## config.mk

```make
export PLATFORM = sky130hd
export DESIGN_NAME = rpa_div
export DESIGN_NICKNAME = d
export VERILOG_FILES = /design/src/radial_profile_averager_top_assert.svh /design/src/rpa_div.sv
export SDC_FILE = /design/constraint.sdc
export NUM_CORES = 1
export LEC_CHECK = 0
export CORE_ASPECT_RATIO = 0.75
export CORE_UTILIZATION = 31
export CTS_CLUSTER_DIAMETER = 80
export DETAILED_ROUTE_END_ITERATION = 10
export DONT_BUFFER_PORTS = 1
export SLEW_MARGIN = 40
export SYNTH_ARGS = -nofsm -noshare
export SYNTH_HDL_FRONTEND = slang
export SYNTH_SLANG_ARGS = --single-unit
export TNS_END_PERCENT = 10
```

## constraint.sdc

```tcl
create_clock -name aclk -period 3.7 [get_ports aclk]
set_clock_uncertainty 0.2 [all_clocks]
set_input_delay 0.555 -clock aclk [delete_from_list [all_inputs] [get_ports aclk]]
set_output_delay 0.555 -clock aclk [all_outputs]
set_load 0.02 [all_outputs]
```

## src/radial_profile_averager_top_assert.svh

```systemverilog
// Assertion macros shared by the radial profile averager RTL.
`ifndef RADIAL_PROFILE_AVERAGER_TOP_ASSERT_SVH
`define RADIAL_PROFILE_AVERAGER_TOP_ASSERT_SVH
// Implication checked every clock edge outside reset.
`define RPA_ASSERT_IMP(label, clk, rstn, ante, cons, msg) \
    label: assert property (@(posedge clk) disable iff (!rstn) (ante) |-> (cons)) \
        else $error(msg);
// Next-cycle implication.
`define RPA_ASSERT_NXT(label, clk, rstn, ante, cons, msg) \
    label: assert property (@(posedge clk) disable iff (!rstn) (ante) |=> (cons)) \
        else $error(msg);
`endif

```

## src/rpa_div.sv

```systemverilog
// ----------------------------------------------------------------------------
// rpa_div
// Unsigned restoring divider, one quotient bit per cycle.
// ----------------------------------------------------------------------------
`timescale 1ns / 1ps
module rpa_div #(
    parameter int W = 64
) (
    input  logic         aclk,
    input  logic         aresetn,
    input  logic         start,
    input  logic [W-1:0] dividend,
    input  logic [W-1:0] divisor,
    output logic [W-1:0] quotient,
    output logic         busy,
    output logic         done
);
    localparam int CW = $clog2(W + 1);
    logic [W-1:0]  q_reg, q_next;
    logic [W:0]    rem_reg, rem_next;
    logic [W-1:0]  d_reg, d_next;
    logic [CW-1:0] cnt_reg, cnt_next;
    logic          busy_reg, busy_next, done_reg, done_next;
    logic [W:0]    trial;

    // One shift-subtract step per cycle
    always_comb begin
        q_next = q_reg; rem_next = rem_reg; d_next = d_reg;
        cnt_next = cnt_reg; busy_next = busy_reg; done_next = 1'b0;
        trial = '0;
        if (start) begin
            q_next = dividend; rem_next = '0; d_next = divisor;
            cnt_next = CW'(W); busy_next = 1'b1;
        end else if (busy_reg) begin
            trial = {rem_reg[W-1:0], q_reg[W-1]} - {1'b0, d_reg};
            if (!trial[W]) begin
                rem_next = trial;
                q_next = {q_reg[W-2:0], 1'b1};
            end else begin
                rem_next = {rem_reg[W-1:0], q_reg[W-1]};
                q_next = {q_reg[W-2:0], 1'b0};
            end
            cnt_next = cnt_reg - 1'b1;
            if (cnt_reg == CW'(1)) begin
                busy_next = 1'b0; done_next = 1'b1;
            end
        end
    end

    always_ff @(posedge aclk) begin
        if (!aresetn) begin
            busy_reg <= 1'b0; done_reg <= 1'b0; cnt_reg <= '0;
        end else begin
            busy_reg <= busy_next; done_reg <= done_next; cnt_reg <= cnt_next;
        end
        q_reg <= q_next; rem_reg <= rem_next; d_reg <= d_next;
    end

    assign quotient = q_reg;
    assign busy = busy_reg;
    assign done = done_reg;
endmodule

```

; ---- Word-level counts from Yosys, hierarchy flattened
; Index checks and enable logic that the tools add are counted.
[word_totals]
regBits = 201
latch_bits = 0
mem_bits_rw = 0
mem_bits_ro = 0
out_inout_bits = 66
memories = 0
[op_classes]
add_sub_neg = 2
n_mul = 0
div_mod_pow = 0
order_cmp = 0
eq_ne = 1
shift = 0
mux = 10
bitwise_logic = 2
reduce_logical = 3
[ops]
columns = op, n
row1 = two-way mux 64 bit, 3
row2 = subtractor 65 x 64 -> 65 bit, 1
row3 = two-way mux 7 bit, 2
row4 = == test 7 x 1 -> 1 bit (second input constant), 1
row5 = subtractor 7 x 1 -> 7 bit (second input constant), 1
row6 = two-way mux 1 bit, 5
row7 = OR reduction 3 bit, 1
row8 = NOT 1 bit, 2
row9 = nonzero test 2 bit, 1
row10 = OR reduction 2 bit, 1

; ---- Depth between registers and ports, before layout
; Gate-level depths: netlist (run 1).
[logic_depth]
depth_word = 4
ltp_mapped = 15
mapped_depth_nobuf = 13

; ---- Worst setup path after synthesis (run 1)
; No wires, ideal clock.
[synth_path]
kind = reg-to-reg
from = register q_reg[63] (netlist: quotient[63])
to = register rem_reg[62]
t_arrival_ns = 3.052
required_time_ns = 3.409
path_slack_ns = 0.358
path_stages_with_launch = 16
n_path_buf = 2
cell_sequence = edfxtp_1 > inv_1 > ha_1 > fa_1 > nor2b_1 > o31ai_1 > a31oi_1 > a31o_2 > o21ai_4 > o2111ai_2 > a21o_2 > and2_4 > buf_12 > buf_8 > o2111ai_1 > a311oi_1
[synth_between]
elab_chain_cells = 2
[synth_lines]
columns = element, line_no
row1 = "start, declared", rpa_div.sv:19  ; logic [W-1:0] q_reg, q_next;
row2 = "start signal, assigned", rpa_div.sv:56  ; q_reg <= q_next; rem_reg <= rem_next; d_reg <= d_next;
row3 = subtractor 65 x 64 -> 65 bit, rpa_div.sv:35  ; trial = {rem_reg[W-1:0], q_reg[W-1]} - {1'b0, d_reg};
row4 = two-way mux 64 bit, rpa_div.sv:36  ; if (!trial[W]) begin
row5 = "end signal, assigned", rpa_div.sv:56
row6 = "end, declared", rpa_div.sv:20  ; logic [W:0] rem_reg, rem_next;
; Every way passes these cells.
; A chain may end at the register's enable or synchronous reset.

; ---- Worst setup path after layout (run 1)
; Same ends and word-level chain as after synthesis.

==> results.md, run 1 <==
* FILL cells at 3,773
* Die width at 229.3 µm
* Finished Layout Cells at 1,834
* Synth Flop Type: edfxtp_1
* CP arrival at 3.75 ns
* H-tree levels at 1
* Xor-xnor portion of the synthesized cell area at 0.04447
* CTS tree: done
* First-pass GRT wire length at 50.51 mm
* Syn Inst Count at 1,192
* Core ar. at 38,240 µm²
* Top post-synthesis cells by area: edfxtp_1 32%, dfxtp_1 12%, ha_1 6.9%
* Tot GR Track Use at 0.1615
* Synthesized flop and latch total at 201
* WP data required at 3.96 ns
* Total Power at 0.006898 W
* Setup crit start kind: register
* Final Setup Violations at 0
* Avg Vias per Cell at 5.110
* Post-synth ARST share at 0
* Skew-Pair Late Insertion Delay at 0.55 ns
* Mapped cell area at 12,010 µm²
* Fmax at 286.8 MHz
* Fin. max-slew vios at 0
* Ports at 197
* Netlist cell types at 71
* Area Overhead vs Synth at 21.37%
* Tmin final at 3.487 ns
* CTS Buffer Depth at 3
* Final WL at 32.62 mm
* Final nets at 1,501
* Largest net degree at the start of global routing at 124
* Post-DP HPWL at 22.78 mm
* Vias in the first global route at 9,129
* Largest family of logic cells by synthesized area: compound AO/OA/AOI/OAI gates
* Top-count cell post-synth: edfxtp_1
* Pre-antenna DRT Iters at 5
* Initial core utilization at 0.3141
* Pleak at 5.739 nW
* Synth top cells by count: 128 x edfxtp_1, 109 x nor2_1, 90 x inv_1
* Final Hold Viols at 0
* CTS clk-pin slew, worst paths at 0.07 ns
* CTS Sinks at 201
* Hold WC Path Type: in2reg
* Overflow after GRT at 0
* Post-synthesis simple-gate area fraction at 0.1138
* Antenna violations before repair at 1
* WL/cell at 17.79 µm
* Remaining DRCs at 0
* Dominant cell type by area after synthesis: edfxtp_1
* Number of flops mapped to enable cells by yosys at 128
* Post-synth top area share at 0.3200
* Rows at 62
* Worst-Margin Slew at 0.7327 ns
* Unrepaired setup endpoints after global routing: true
* Slew headroom at 0.5116
* DRT iter0 DRCs at 752
* Power Dens Cells at 473.1 nW/µm²
* Post-synthesis mux area share at 0.09822
* Placed Cells at 1,675
* Syn. warnings at 0
* Final ANT Viol Nets at 0
* Syn Nets at 1,390
* Synth Area in Compound Gates at 0.1747
* Adder-Cell Fraction of Synth Area at 0.07041
* Num CTS Buffers at 24
* Max cap viols at 0
* Final GP Congestion at 0.8922
* Sequential share of the synthesized area at 0.4416
* CTS root buffer: clkbuf_16
* Crit path kind: reg2reg
* Die area at 39,550 µm²
* Max VDD drop at 0.3443 mV
* Critical path endpoint category: register
* Chip Height at 172.5 µm
* Avg Cell Area, Syn at 10.08 µm²
* Outcome: completed
* Top fanout value on the critical path at 7
* Fin crit share at 0.9424
* DR vias at 9,372
* Port Buffers at 0
* Share of layout cells above drive strength 1 at 0.1196
[cell usage in the layout (no fill, tap or decap), drive strengths merged, types with 22 or more instances in the layout]
cell type and instances:
buf 34, a21oi 84, xor2 22, xnor2 39, ha 66, dfxtp 73
mux2i 47, inv 91, edfxtp 128, dlygate4sd3 111, nand2 75, a21o 28
a211oi 62, clkbuf 28, mux2 63, nor2 109, o21ai 44
[routing by layer]
layer / part of all wire / GRT usage / up-vias
met4: 0.023 / 0.04058 / 0
met1: 0.48 / 0.2220 / 4408
met3: 0.076 / 0.04848 / 48
li1: - / - / 4601
met2: 0.42 / 0.2464 / 315
met5: 0 / 0 / -
[metrics by stage]
stage | setup slack (ns) | area [µm²] | TNS, ns | hold slack (ns) | util
4_1_cts | 0.07237 | 14490 | 0 | 0.001482 | 0.3790
6_report | 0.2131 | 14580 | 0 | 0.03956 | 0.3812
5_1_grt | -0.006084 | 14580 | -0.01187 | 0.003340 | 0.3812
2_1_floorplan | 0.3575 | 12010 | 0 | 0.2685 | -
3_3_place_gp | 0.2104 | 12580 | 0 | 0.2824 | 0.3290
3_5_place_dp | 0.09087 | 12580 | 0 | 0.2939 | 0.3290
[path summary, 6_finish.rpt]
path	slack (ns)	cells after the start	start	endpoint
setup / recovery	0.21	14	quotient[63]$_DFFE_PP_	rem_reg[62]$_SDFFE_PP0P_
hold / removal	0.04	1	dividend[8]	quotient[8]$_DFFE_PP_
setup reg to reg	0.21	14	quotient[63]$_DFFE_PP_	rem_reg[62]$_SDFFE_PP0P_
hold reg to reg	0.30	2	rem_reg[16]$_SDFFE_PP0P_	rem_reg[16]$_SDFFE_PP0P_
[layout make-up]
type                       instances  area (µm²)  area share
antenna                            1       2.502   0.0001716
clock buffer                      28       615.6     0.04222
clock inverter                    16       167.7     0.01150
inverter                          92       345.3     0.02368
multi-input combinational        839        6068      0.4162
sequential                       201        5309      0.3641
tap                              512       640.6     0.04394
timing repair buffer             145        1431     0.09817
[report_power, final]
group | switching, W | internal, W
clock | 0.00100 | 0.00140
combinational | 0.000900 | 0.000729
sequential | 0.000240 | 0.00262
total | 0.00214 | 0.00475
[what timing repair did]
action                                  in CTS  in global routing
endpoints found under the hold margin      230                  1
hold buffers                               111                  1
endpoints found under the setup margin       0                 64
resized for setup                            0                 10
buffers inserted                             0                  2
[critical path, stage by stage, from the launching register on]
cell,delay (ns)
edfxtp_1,0.35
inv_1,0.05
ha_1,0.21
fa_1,0.42
nor2b_2,0.17
o31ai_2,0.09
a31oi_2,0.19
o31ai_1,0.11
buf_4,0.16
or3b_1,0.45
nand2_1,0.12
a21o_1,0.31
a211o_1,0.18
o2111ai_1,0.12
a311oi_1,0.26
[logic make-up (layout without fill, tap and decap cells)]
| family | after synthesis | count (layout) |
|---|---|---|
| DFF | 201 | 201 |
| xor gates and xnor gates | 61 | 61 |
| adders and majority gates | 67 | 67 |
| buffers and inverters | 152 | 281 |
| other | 0 | 1 |
| AOI/OAI and AO/OA | 307 | 307 |
| muxes | 110 | 110 |
| and+or+nand+nor | 294 | 294 |
No activity file was read; power rests on OpenSTA's default activity.
==> run 2: changes to the inputs <==
--- a/config.mk
+++ b/config.mk
@@ -8,4 +8,5 @@
 export CORE_ASPECT_RATIO = 0.75
 export CORE_UTILIZATION = 31
+export CTS_BUF_LIST = sky130_fd_sc_hd__clkbuf_2 sky130_fd_sc_hd__clkbuf_4 sky130_fd_sc_hd__clkbuf_8
 export CTS_CLUSTER_DIAMETER = 80
 export DETAILED_ROUTE_END_ITERATION = 10
==> constraint.sdc (replaced) <==
create_clock -name aclk -period 3.7 [get_ports aclk]
set_clock_uncertainty 0.2 [all_clocks]
set_input_delay 0.74 -clock aclk [delete_from_list [all_inputs] [get_ports aclk]]
set_output_delay 0.74 -clock aclk [all_outputs]
set_load 0.02 [all_outputs]
==> run 2 against run 1 <==
Against the previous run:
- design area decreased by 7.8%
- power decreased by 3.0%
- via count decreased by 4.4%
- flip-flop and latch count unchanged
- sequential share of layout area increased by 3.1 points
- clock power decreased by 3%
- hold slack improved by 0.032 ns
- sequential power about the same
- largest power group unchanged
- highest routed layer is now met5
==> results.md, run 2 (same netlist as run 1, synthesis figures left out) <==
* Outcome: completed
* Setup slack after layout at 0.2518 ns
* Final Setup Violations at 0
* Tot GR Track Use at 0.1582
* Die width at 229.3 µm
* Crit path kind: reg2reg
* DR vias at 8,959
* Capture point of the worst path: rem_reg[17]$_SDFFE_PP0P_
* Pre-antenna DRT Iters at 5
* Area of the multi-input gates at 6063 µm²
* CTS Buffer Depth at 3
* CTS root buffer: clkbuf_8
* Final WL at 31.74 mm
* Max cap viols at 0
* DRT iter0 DRCs at 624
* Area Overhead vs Synth at 11.95%
* Final Hold Viols at 0
* Overflow after GRT at 0
* Num CTS Buffers at 37
* Vias in the first global route at 8,625
* Remaining DRCs at 0
* Slew headroom at 0.5084
* WP data required at 3.90 ns
* Reg area at 5309 µm²
* CTS Sinks at 201
* Rows at 62
* Critical path endpoint category: register
* FILL cells at 3,914
* Initial core utilization at 0.3141
* Most frequent cells in the layout: 128 x edfxtp_1, 109 x nor2_1, 90 x inv_1, 80 x a21oi_1, 74 x nand2_1
* Setup_tns at 0 ns
* Final nets at 1,403
* Share of layout cells above drive strength 1 at 0.1509
* Max VDD drop at 0.2828 mV
* Setup crit start kind: register
* Avg Vias per Cell at 5.128
* Capturing point of the worst reg2reg path: rem_reg[17]$_SDFFE_PP0P_
* Fin. max-slew vios at 0
* Unrepaired setup endpoints after global routing: false
* Antenna violations before repair at 4
* Port Buffers at 0
* H-tree levels at 2
* Tmin final at 3.448 ns
* Most common cell after layout, fill and taps aside: edfxtp_1
* Reg-to-reg startpoint: quotient[63]$_DFFE_PP_
* CP arrival at 3.64 ns
* CTS clk-pin slew, worst paths at 0.06 ns
* First-pass GRT wire length at 49.07 mm
* Pleak at 5.303 nW
* CTS tree: done
* Hold WC Path Type: in2reg
* Skew-Pair Late Insertion Delay at 0.56 ns
* Chip Height at 172.5 µm
* Placed Cells at 1,675
* Finished Layout Cells at 1,747
* Power Dens Cells at 497.4 nW/µm²
* Fin crit share at 0.9319
* R2R setup slack at 0.25 ns
* Post-DP HPWL at 22.80 mm
* Top fanout value on the critical path at 10
* Crit path largest cell delay at 0.42 ns
* Largest net degree at the start of global routing at 194
* Final GP Congestion at 0.8922
* Hold_sp: divisor[8]
* Worst slack at placement at 0.05623 ns
* Final ANT Viol Nets at 0
* WL/cell at 18.17 µm
* Crit. Startpoint: quotient[63]$_DFFE_PP_
* Crit-path cells: inv_1, ha_1, fa_1, nor2b_2, o31ai_2, a31oi_2, a31o_2, o21ai_4, o2111ai_2, a21o_2, and2_4, buf_4, mux2i_1, a211oi_1
* Core ar. at 38,240 µm²
* Critical path's slowest cell: fa_1
* Fmax at 290.0 MHz
* Worst-Margin Slew at 0.7374 ns
* Die area at 39,550 µm²
* Ports at 197
* Worst Reg-to-Reg Cells at 14
==> run 2: worst min-delay path by stage <==
stage	endpoint	slack [ns]	cells after the start
after floorplan	cnt_reg[1]$_SDFFE_PP0P_	0.27	2
after global placement	cnt_reg[1]$_SDFFE_PP0P_	0.28	2
after detailed placement	cnt_reg[1]$_SDFFE_PP0P_	0.29	2
after CTS	d_reg[8]$_DFFE_PP_	0.01	0
after global routing	d_reg[8]$_DFFE_PP_	0.01	0
final	d_reg[8]$_DFFE_PP_	0.07	0
==> run 2: report_power, final <==
| part | switching (W) | internal, W |
|---|---|---|
| clock network | 0.00101 | 0.00132 |
| logic | 0.000849 | 0.000647 |
| registers | 0.000238 | 0.00262 |
| total | 0.00210 | 0.00459 |
==> run 2: per-layer routing <==
metal	routed length [µm]	up-vias	part of all wire	GRT usage
met3	2657	50	0.084	0.05772
met5	26	-	0.00082	0
li1	-	4407	-	-
met4	587	4	0.018	0.04493
met2	13580	311	0.43	0.2406
met1	14890	4187	0.47	0.2098
==> run 2: repair_timing <==
| item | CTS | global route |
|---|---|---|
| resized for setup | 0 | 11 |
| hold buffers | 0 | 0 |
| endpoints found under the hold margin | 0 | 0 |
| endpoints found under the setup margin | 0 | 62 |
| setup buffers | 0 | 3 |
==> run 2: critical path, delay by kind of cell, from the launching register on <==
family,cells,cell delay [ns]
adders and majority gates,2,0.63
and+or+nand+nor,2,0.44
muxes,1,0.22
AOI/OAI and AO/OA,7,1.15
DFF,1,0.35
buffers and inverters,2,0.30
==> run 2: cell type report <==
class	count	area share
clock buffer	50	0.04652
sequential	201	0.3948
inverter	92	0.02568
antenna	2	0.0003722
timing repair buffer	34	0.02205
tap	512	0.04764
multi-input combinational	839	0.4509
clock inverter	17	0.01210
==> run 2: through the flow <==
stage,util,hold slack [ns],total power [W],area [µm²]
6_report,0.3516,0.07152,0.006689,13450
5_1_grt,0.3515,0.01364,0.007083,13440
4_1_cts,0.3499,0.01102,0.006779,13380
3_5_place_dp,0.3293,0.2942,0.004375,12590
3_3_place_gp,0.3293,0.2824,0.004361,12590
2_1_floorplan,-,0.2685,0.004041,12010
==> run 3: changes to the inputs <==
BUFFER_PORTS_ARGS = -buffer_cell sky130_fd_sc_hd__clkbuf_2   (was default)
DONT_BUFFER_PORTS = default   (was 1)
SLEW_MARGIN = 20   (was 40)
clock period = 3.1 ns   (was 3.7 ns; I/O delays follow)
==> run 3 against run 2 <==
Against the previous run:
- the run now ends with setup timing left
- maximum frequency rose by 5.0%
- setup slack lost 0.44 ns
- first-iteration DRC count up 5.0%
- non-clock buffer count rose by 424
- core utilization is 9.0 points higher
- clock power rose by 30%
- flip-flop and latch count unchanged
- register-to-register slack got worse by 0.44 ns
==> results.md, run 3 (same netlist as run 1, synthesis figures left out) <==
* CTS Sinks at 201
* Most common cell after layout, fill and taps aside: buf_4
* Slew headroom at 0.4654
* First-pass GRT wire length at 55.11 mm
* Antenna violations before repair at 1
* Remaining DRCs at 0
* Placed Cells at 2,042
* CTS Buffer Depth at 3
* Power Dens Cells at 538.6 nW/µm²
* Total Power at 0.009091 W
* Finished Layout Cells at 2,172
* Max cap viols at 0
* Reg-to-reg startpoint: d_reg[3]$_DFFE_PP_
* Core ar. at 38,240 µm²
* Crit path largest cell delay at 0.38 ns
* Final Hold Viols at 0
* Crit. Startpoint: d_reg[3]$_DFFE_PP_
* Ports at 197
* Largest net degree at the start of global routing at 67
* DR vias at 10,661
* Share of layout cells above drive strength 1 at 0.3783
* Chip Height at 172.5 µm
* Avg Vias per Cell at 4.908
* Final nets at 1,828
* Final GP Congestion at 0.9167
* Num CTS Buffers at 38
* DRT iter0 DRCs at 655
* CP most frequent cell: buf_4
* Final Setup Violations at 63
* CTS tree: done
* Top fanout value on the critical path at 5
* Hold WC Path Type: in2reg
* Crit path kind: reg2reg
* Vias in the first global route at 10,544
* Buf+Inv Stages, Crit Path at 4
* Pleak at 7.351 nW
* Hold_sp: divisor[6]
* Setup crit start kind: register
* Skew-Pair Late Insertion Delay at 0.58 ns
* Port Buffers at 196
* Tot GR Track Use at 0.1752
* Setup_tns at -8.046 ns
* Setup slack after layout at -0.1833 ns
* Die width at 229.3 µm
* Max VDD drop at 0.3991 mV
* Fin. max-slew vios at 0
* Final Instance Area at 16,880 µm²
* H-tree levels at 2
* CTS clk-pin slew, worst paths at 0.06 ns
* CP arrival at 3.51 ns
* FILL cells at 3,678
* Critical path endpoint category: register
* Delay-heaviest family, CP: compound AO/OA/AOI/OAI gates
* Initial core utilization at 0.3141
* Final ANT Viol Nets at 0
* Tmin final at 3.283 ns
* Final WL at 35.92 mm
* Worst-Margin Slew at 0.8019 ns
* Outcome: finished with violations
* Unrepaired setup endpoints after global routing: true
* Critical path's slowest cell: ha_1
* Post-DP HPWL at 25.83 mm
* ANT cells at 0
* Final core occ at 0.4413
* Crit-path cells: inv_1, ha_1, a21o_1, a21oi_1, buf_4, a2111oi_4, o31ai_1, buf_4, a31oi_4, buf_4, a21oi_1, a211o_1, and3_1, o21ai_1, a211oi_1
* CTS root buffer: clkbuf_8
* Placement Cell Area at 14,930 µm²
* Rows at 62
* Area Overhead vs Synth at 40.51%
* Overflow after GRT at 0
* Fmax at 304.6 MHz
* Die area at 39,550 µm²
* WL/cell at 16.54 µm
* WP data required at 3.32 ns
* Failing checks: setup timing
* Most frequent cells in the layout: 203 x buf_4, 195 x clkbuf_2, 128 x edfxtp_1, 107 x nor2_1, 89 x inv_1
* Pre-antenna DRT Iters at 5
* Fin crit share at 1.059
[run 3: area by class of cell]
| class | instances | area [µm²] | area share |
|---|---|---|---|
| Sequential cell | 201 | 5309 | 0.3145 |
| Timing Repair Buffer | 458 | 3272 | 0.1938 |
| Multi-Input combinational cell | 839 | 6439 | 0.3815 |
| Tap cell | 512 | 640.6 | 0.03795 |
| Clock buffer | 56 | 695.7 | 0.04122 |
| Inverter | 92 | 345.3 | 0.02046 |
| Clock inverter | 14 | 177.7 | 0.01053 |
[run 3: worst paths after layout]
kind	cells after the start	endpoint	slack [ns]
max	15	rem_reg[49]$_SDFFE_PP0P_	-0.18
min	1	d_reg[6]$_DFFE_PP_	0.05
max reg2reg	15	rem_reg[49]$_SDFFE_PP0P_	-0.18
min reg2reg	2	cnt_reg[1]$_SDFFE_PP0P_	0.30
[run 3: metrics by stage]
step | hold slack [ns] | setup slack [ns]
final | 0.05336 | -0.1833
after global routing | 0.02105 | -0.3661
after CTS | 0.002743 | -0.2306
after detailed placement | 0.2912 | -0.3383
after global placement | 0.2859 | -0.3712
after floorplan | 0.2685 | -0.2088
[run 3: where the power goes]
part / switching, W / internal, W / total, W
combinational: 0.00144 / 0.00134 / 0.00278
sequential: 0.000154 / 0.00312 / 0.00328
clock: 0.00125 / 0.00178 / 0.00303
[run 3: layer usage]
| metal | wire, µm | GRT usage |
|---|---|---|
| met1 | 17170 | 0.2385 |
| met2 | 15410 | 0.2729 |
| met3 | 2487 | 0.04568 |
| met4 | 831 | 0.04957 |
| met5 | 12 | 0 |
[run 3: what timing repair did]
item / in CTS / in global routing
endpoints found under the hold margin: 43 / 0
cloned: 1 / 5
endpoints found under the setup margin: 65 / 65
hold buffers: 43 / 0
resized for setup: 38 / 52
setup buffers: 5 / 9
pin swaps: 53 / 42
